`src/rtl/core/ght_pkg.sv`:
```
// ----------------------------------------------------------------------------
// Generational handle table package
// Shared sizes, payload structs, operation and status codes, and the
// command/status bundles between the controller and the datapath.
// ----------------------------------------------------------------------------
package ght_pkg;

  // Table geometry
  localparam int unsigned SLOT_COUNT = 1024;
  localparam int unsigned IDX_W      = $clog2(SLOT_COUNT);
  localparam int unsigned CNT_W      = $clog2(SLOT_COUNT + 1);

  // Handle layout: generation | type | 32-bit index field
  localparam int unsigned GEN_W      = 16;
  localparam int unsigned TYPE_W     = 8;
  localparam int unsigned HIDX_W     = 32;
  localparam int unsigned HANDLE_W   = GEN_W + TYPE_W + HIDX_W;

  // Slot word: live bit | type | generation
  localparam int unsigned WORD_W     = 1 + TYPE_W + GEN_W;

  localparam logic [GEN_W-1:0] GEN_MAX = '1;

  typedef enum logic [1:0] {
    OP_CREATE = 2'd0,
    OP_DELETE = 2'd1,
    OP_LOOKUP = 2'd2
  } op_e;

  typedef enum logic [1:0] {
    ST_OK    = 2'd0,
    ST_FULL  = 2'd1,
    ST_STALE = 2'd2
  } status_e;

  typedef struct packed {
    logic [1:0]          operation;
    logic [TYPE_W-1:0]   element_type;
    logic [HANDLE_W-1:0] handle_in;
  } req_t;

  typedef struct packed {
    logic [HANDLE_W-1:0] handle_out;
    logic [1:0]          status;
    logic                error_sticky;
    logic [10:0]         live_count;
  } rsp_t;

  // Controller -> datapath
  typedef struct packed {
    logic accept;  // request transfer, launch memory reads
    logic pop;     // read slot word at the popped index
    logic commit;  // update state and load result register
  } cmd_t;

  // Datapath -> controller
  typedef struct packed {
    logic pop_needed;  // incoming create will reuse a freed slot
    logic out_room;    // result register can take a new result
  } stat_t;

endpackage

```
`src/rtl/core/ght_ctrl.sv`:
```
// ----------------------------------------------------------------------------
// Generational handle table controller
// Sequences one request at a time: accept, optional free-stack pop read,
// then commit once the result register has room.
// ----------------------------------------------------------------------------
module ght_ctrl (
  input  logic          clk_i,
  input  logic          rst_ni,
  input  logic          in_valid_i,
  output logic          in_ready_o,
  input  ght_pkg::stat_t stat_i,
  output ght_pkg::cmd_t  cmd_o
);
  import ght_pkg::*;

  typedef enum logic [2:0] {
    S_IDLE = 3'b001,
    S_POP  = 3'b010,
    S_EXEC = 3'b100
  } state_e;

  state_e state_q, state_d;

  // Next state and commands
  always_comb begin
    state_d     = state_q;
    in_ready_o  = 1'b0;
    cmd_o       = '0;
    unique case (state_q)
      S_IDLE: begin
        in_ready_o = 1'b1;
        if (in_valid_i) begin
          cmd_o.accept = 1'b1;
          state_d      = stat_i.pop_needed ? S_POP : S_EXEC;
        end
      end
      S_POP: begin
        cmd_o.pop = 1'b1;
        state_d   = S_EXEC;
      end
      S_EXEC: begin
        if (stat_i.out_room) begin
          cmd_o.commit = 1'b1;
          state_d      = S_IDLE;
        end
      end
      default: state_d = S_IDLE;
    endcase
  end

  always_ff @(posedge clk_i or negedge rst_ni) begin
    if (!rst_ni) begin
      state_q <= S_IDLE;
    end else begin
      state_q <= state_d;
    end
  end

endmodule

```
`config.mk`:
```
export PLATFORM = sky130hd
export DESIGN_NAME = ght_ctrl
export DESIGN_NICKNAME = d
export VERILOG_FILES = /design/src/rtl/core/ght_pkg.sv /design/src/rtl/core/ght_ctrl.sv
export SDC_FILE = /design/constraint.sdc
export NUM_CORES = 1
export LEC_CHECK = 0
export CAP_MARGIN = 20
export CORE_AREA = 2 2 39 41
export CTS_BUF_LIST = sky130_fd_sc_hd__clkbuf_16
export DETAILED_ROUTE_END_ITERATION = 6
export DIE_AREA = 0 0 41 43
export DONT_BUFFER_PORTS = 1
export PLACE_DENSITY_LB_ADDON = 0.05
export SLEW_MARGIN = 10
export SYNTH_ARGS = -nofsm -noshare
export SYNTH_HDL_FRONTEND = slang
export SYNTH_SLANG_ARGS = --single-unit
export TNS_END_PERCENT = 10
```
`constraint.sdc`:
```
create_clock -name clk_i -period 1.7 [get_ports clk_i]
set_clock_uncertainty 0.1 [all_clocks]
set_input_delay 0.17 -clock clk_i [delete_from_list [all_inputs] [get_ports clk_i]]
set_output_delay 0.17 -clock clk_i [all_outputs]
set_load 0.02 [all_outputs]
```
## Word-level counts from Yosys, hierarchy flattened

Cells that the tools add are included.

| storage, ports and cells | value |
|---|---|
| register bits | 3 |
| bits of input ports | 5 |
| output and inout port bits | 4 |
| word-level logic and storage cells | 17 |

| cells by class | value |
|---|---|
| equality and inequality tests | 5 |
| mux-type cells | 10 |
| reductions and logical operators | 1 |

Operators with widths:

| operator | count |
|---|---|
| 2-to-1 mux 3 bit | 3 |
| one-hot mux 3 bit (3 select lines) | 1 |
| 2-to-1 mux 1 bit | 6 |
| inequality test 2 bit, second input constant | 2 |
| equality test 3 x 1 -> 1 bit, second input constant | 1 |
| equality test 3 x 2 -> 1 bit, second input constant | 1 |
| equality test 3 bit, second input constant | 1 |
| AND reduction 2 bit | 1 |

## Longest topological paths before layout

Gate-level depths: netlist of the first run.

| depth | value |
|---|---|
| word-level depth | 3 |
| gate-level depth with buffers | 2 |
| gate-level depth less buffers | 2 |

## Least setup slack after synthesis of the first run

No wires, ideal clock.

| path | value |
|---|---|
| path kind | register -> output |
| from | register state_q[1] |
| to | output cmd_o[0] in the netlist's numbering |
| arrival | 1.117 ns |
| data required time | 1.430 ns |
| slack | 0.313 ns |
| stages on the path, launching flop included | 2 |
| path buffers | 0 |
| cell sequence | dfrtp_1 > nor4bb_1 |

RTL lines:

| item | line | RTL |
|---|---|---|
| from (decl) | ght_ctrl.sv:22 | `state_e state_q, state_d;` |
| from (signal assigned) | ght_ctrl.sv:55 | `state_q <= state_d;` |
| to (decl) | ght_ctrl.sv:12 | `output ght_pkg::cmd_t cmd_o` |

## Worst setup path in the final report of the first run

| path | value |
|---|---|
| from | register state_q[0] |
| to | output in_ready_o |

| between the ends | value |
|---|---|
| word-level cells in the longest chain between the ends | 2 |

RTL lines:

| item | line | RTL |
|---|---|---|
| equality test 3 x 1 -> 1 bit | ght_ctrl.sv:29 | `unique case (state_q)` |
| 2-to-1 mux 1 bit | ght_ctrl.sv:29 |  |
| to (decl) | ght_ctrl.sv:10 | `output logic in_ready_o,` |

No other way between the ends.

==> impl_metrics.toml, run 1 <==
[clock_network]
cts_tree = "built"
cts_setup_buffers = 0
clk_path_buf_depth = 2
htreeDepth = 1
cts_root_buf = "clkbuf_16"
clock_sinks = 3
path_clk_slew_ns = 0.03
numCtsBuffers = 3
clock_latency_ns = 0.22

[yosys]
synth_area_leaders = "dfrtp_1, dfstp_2, and4bb_4"
yosysSeqAreaShare = 0.466
netlist_area_um2 = 164
synthCells = 13
ys_ff_latch = 3
ys.warnings.count = 0
ys_types = 12
synth_top_area_share = 0.305
syn_area_per_cell_um2 = 12.6
synth_nets = 18
synth.largest_area_cell = "dfrtp_1"

[floorplan]
ios = 9
fp.dieH_um = 43
placementRows = 14
dieArea_mm2 = 0.00176
start_util = 0.118
core_mm2 = 0.00138
die_x_um = 41

[detailed_routing]
routed_wl_um = 431
ant_nets = 0
drtPass1Iterations = 4
drt-vias-per-instance = 3.92
vias = 145
drc = 0
avgRoutedWirePerCell_um = 11.6
initialDrtViolationCount = 4

[pwr]
power_mw = 0.664
p_leak_nw = 0.131
ir_drop_v = 0.000732
cellPowerDensity_mw_per_mm2 = 2230

[grt]
grt_antenna_before_repair = 0
grt_pass1_vias = 140
grt.total_usage = 0.0614
grt_overflow_total = 0
grt_max_degree = 7
grt_pass1_wl_um = 634

[timing]
post-route-min-period_ns = 1.42
rsz0062_at_grt = "false"
slew_violations = 0
finalSetupViolations = 0
max_freq_mhz = 702
worstMarginPinSlew_ns = 0.497
hold_viol_final = 0
post-route-period-util = 0.838
slew_headroom = 0.667
setup_tns_ns = 0

[layout]
drive_gt1_frac = 0.381
nNetsFinal = 27
antenna_cells = 0
reg_top3 = "state_q x3"
regMostFlops = "state_q"
utilization = 0.215
largest_reg_flops = 3
synthToLayoutAreaGrowth_pct = 81.7

[critical_path]
cp-start-kind = "flop"
crit_fanout = 6
arrival_ns = 1.15
cp.required_ns = 1.43
cp-end-kind = "output pin"
crit_type = "flop to output pin"

[outcome]
status = "complete, no violations"

[place]
gp_congestion = 0.648
dp_hpwl_um = 319
place.port_buffers = 0

[flow_run]
maxCapViolCount = 0

[worst_hold_path]
hp-class = "primary input to flop"
-- cell usage in the layout (no fill, tap or decap) --
cell type / netlist / routed
dfstp_2: 1 / 1
clkbuf_16: 0 / 3
nor3b_1: 1 / 1
nor2_1: 1 / 1
dfrtp_1: 2 / 2
dlygate4sd3_1: 0 / 2
inv_1: 0 / 1
and2_1: 1 / 1
nor3_1: 1 / 1
a211o_1: 1 / 1
nor4bb_1: 1 / 1
nor4b_1: 1 / 1
and4bb_4: 1 / 1
buf_4: 0 / 2
nor3b_2: 1 / 1
and3b_1: 1 / 1
-- final timing paths --
check | start | endpoint | slack (ns) | cells after the start
min in group asynchronous | rst_ni | state_q[2] | 0.11 | 1
worst max-delay path | state_q[0] | in_ready_o | 0.28 | 2
max in group asynchronous | rst_ni | state_q[0] | 1.16 | 1
worst min register to register | state_q[2] | state_q[2] | 0.62 | 2
worst max register to register | state_q[2] | state_q[0] | 0.46 | 2
worst min-delay path | stat_i[1] | state_q[2] | 0.09 | 2
-- worst max-delay path, cell delays in order (launching register included) --
cell and delay (ns):
dfstp_2 0.57, nor3b_1 0.20, buf_4 0.17
-- cell usage after synthesis --
cell and count:
nor3b_1 1, nor4b_1 1, and4bb_4 1, a211o_1 1, nor3_1 1, dfrtp_1 2, nor3b_2 1, and2_1 1
nor2_1 1, and3b_1 1, dfstp_2 1, nor4bb_1 1
-- layout make-up --
type	instances	area [um2]
Fill cell	147	1090
Clock buffer	3	75.1
Timing Repair Buffer	4	35.0
Clock inverter	1	3.75
Tap cell	16	20.0
Multi-Input combinational cell	10	87.6
Sequential cell	3	76.3
-- stage by stage --
| stage | hold slack [ns] | setup WS [ns] | instances | area (um2) |
|---|---|---|---|---|
| 5_1_grt | 0.113 | 0.200 | 37 | 298 |
| 3_5_place_dp | -0.225 | 0.445 | 31 | 199 |
| 3_3_place_gp | -0.225 | 0.451 | 31 | 199 |
| 4_1_cts | 0.101 | 0.273 | 37 | 298 |
| 2_1_floorplan | -0.226 | 0.313 | 13 | 164 |
| 6_report | 0.0931 | 0.275 | 37 | 298 |
-- routing by layer --
layer,up-vias,GRT usage,wire [um]
met2,11,0.0625,194
met4,0,0.0600,0
met5,-,0,0
li1,67,-,-
met1,67,0.0615,166
met3,0,0.0681,69
-- cell families (layout without fill, tap and decap cells) --
logic type	Yosys count	after routing	synth area share
DFF	3	3	0.466
and+or+nand+nor	9	9	0.481
AOI/OAI and AO/OA	1	1	0.0534
buffers and inverters	0	8	0
-- where the power goes --
| part | internal (mW) | switching, mW |
|---|---|---|
| combinational | 0.0795 | 0.0770 |
| sequential | 0.107 | 0.0388 |
| clock | 0.303 | 0.0588 |
-- timing repair --
item,4_1_cts,5_1_grt
setup endpoints to repair,0,0
hold buffers,2,0
resized for setup,0,0
endpoints found under the hold margin,4,0
(Power assumes the default switching activity.)
==> run 2, diff against run 1 <==
Clock period 1.7 ns to 1.21 ns, I/O delays scaled along.
==> run 2 against run 1 <==
Against the previous run:
- the flow now finishes with violations (setup timing)
- sequential power increased by 49%
- routed wire length grew 8.6%
- critical endpoint unchanged
- flip-flop and latch count stayed put
- largest power group unchanged
- highest routed layer is now met4
- utilization up 1.5 points
- cell area up 7.1%
==> impl_metrics.toml, run 2 (same netlist as run 1, synthesis figures left out) <==
[critical_path]
crit_fanout = 6
arrival_ns = 1.12
cp-start-kind = "flop"
timing.rr.start = "state_q[0]"
crit_type = "flop to output pin"
cp.required_ns = 0.99
r2r_end = "state_q[1]"
rrSetupSlack_ns = 0.02
cp-end-kind = "output pin"
reg2reg_depth = 2

[detailed_routing]
drt-vias-per-instance = 4.16
initialDrtViolationCount = 1
vias = 158
avgRoutedWirePerCell_um = 12.3
drc = 0
routed_wl_um = 468
drtPass1Iterations = 3
ant_nets = 0

[worst_hold_path]
min_path_cells = 2
hp-class = "primary input to flop"
hold_end = "state_q[0]"
hold_path.startpoint = "stat_i[0]"

[layout]
utilization = 0.231
antenna_cells = 0
final_cell_mix = "clkbuf_16, buf_4, nor3b_2, dlygate4sd3_1, dfrtp_2"
synthToLayoutAreaGrowth_pct = 94.7
largest_reg_flops = 3
drive_gt1_frac = 0.591
reg_top3 = "state_q x3"
stdcell_count = 38
fill_cells = 155
regMostFlops = "state_q"
nNetsFinal = 28
stdcell_area_um2 = 319

[pwr]
power_frac_clock = 0.536
power_frac_seq = 0.224
comb_power_share = 0.240
ir_drop_v = 0.000664
switching_power_mw = 0.263
cellPowerDensity_mw_per_mm2 = 3050
p_leak_nw = 0.137
internal_power_mw = 0.709
switching_share = 0.271

[floorplan]
core_mm2 = 0.00138
ios = 9
die_x_um = 41
placementRows = 14
dieArea_mm2 = 0.00176
start_util = 0.118
fp.dieH_um = 43

[grt]
grt_pass1_vias = 158
grt_antenna_before_repair = 0
grt_pass1_wl_um = 703
grt_overflow_total = 0
grt_max_degree = 7
grt.total_usage = 0.0675

[place]
dp.cells = 32
gp_congestion = 0.576
place.port_buffers = 0
post-place-ws_ns = 0.0188
dp_hpwl_um = 347
place_area_um2 = 213

[timing]
whs_ns = 0.0373
slew_headroom = 0.745
hold_viol_final = 0
rsz0062_at_grt = "true"
finalSetupViolations = 4
slew_violations = 0
max_freq_mhz = 743
finalWorstSetupSlack_ns = -0.135
worstMarginPinSlew_ns = 0.376
post-route-period-util = 1.11
post-route-min-period_ns = 1.35

[clock_network]
clock_latency_ns = 0.22
clock_sinks = 3
cts_root_buf = "clkbuf_16"
numCtsBuffers = 3
htreeDepth = 1
path_clk_slew_ns = 0.03
cts_tree = "built"
clk_path_buf_depth = 2

[flow_run]
maxCapViolCount = 0

[outcome]
failed_checks = "setup timing"
status = "finished with violations"
-- run 2: cell types whose count changed in the layout (fill, tap and decap cells not counted) --
cell,change
nor3b_2,+1
buf_4,+1
dfrtp_1,-2
nor4bb_1,-1
nor4bb_2,+1
dfrtp_2,+2
nor3b_1,-1
-- run 2: how the worst max path moves through the flow --
stage | start | endpoint | depth (start not counted)
finish | state_q[0] | in_ready_o | 2
global placement | state_q[0] | state_q[1] | 2
CTS | state_q[1] | cmd_o[0] | 2
detailed placement | state_q[0] | state_q[1] | 2
floorplan | state_q[0] | in_ready_o | 1
global route | state_q[0] | in_ready_o | 2
-- run 2: timing repair --
| action | in CTS | in global routing |
|---|---|---|
| resized for setup | 3 | 0 |
| setup endpoints to repair | 4 | 6 |
| gates cloned | 0 | 0 |
| pin swaps | 2 | 0 |
| hold buffers | 2 | 0 |
| endpoints found under the hold margin | 4 | 0 |
| buffers inserted | 0 | 0 |
-- run 2: routing by layer --
| metal | track usage | share of wire | vias up |
|---|---|---|---|
| li1 | - | - | 69 |
| met1 | 0.0617 | 0.32 | 79 |
| met2 | 0.0938 | 0.54 | 8 |
| met3 | 0.0314 | 0.094 | 2 |
| met4 | 0.0800 | 0.041 | 0 |
| met5 | 0 | 0 | - |
-- run 2: final cells by class --
type | instances | area [um2] | area share
repair buffers | 5 | 42.5 | 0.133
clock inverters | 1 | 3.75 | 0.0118
clock buffers | 3 | 75.1 | 0.235
flip-flops and latches | 3 | 78.8 | 0.247
well taps | 16 | 20.0 | 0.0627
multi-input cells | 10 | 98.8 | 0.310
-- run 2: stage by stage --
step / power (mW) / setup TNS, ns
2_1_floorplan: 0.359 / -0.111
3_3_place_gp: 0.443 / 0
3_5_place_dp: 0.435 / 0
4_1_cts: 0.991 / -0.546
5_1_grt: 1.02 / -0.744
6_report: 0.972 / -0.488
-- run 2: worst max-delay path, stage by stage (launching register included) --
cell and delay [ns]:
dfstp_2 0.58, nor3b_2 0.17, buf_4 0.16
-- run 2: power by group through the flow --
| stage | logic, mW | clock network (mW) | registers [mW] |
|---|---|---|---|
| floorplan | 0.164 | 0 | 0.195 |
| global placement | 0.228 | 0 | 0.215 |
| detailed placement | 0.222 | 0 | 0.214 |
| CTS | 0.238 | 0.532 | 0.220 |
| global route | 0.251 | 0.537 | 0.232 |
| finish | 0.234 | 0.520 | 0.218 |
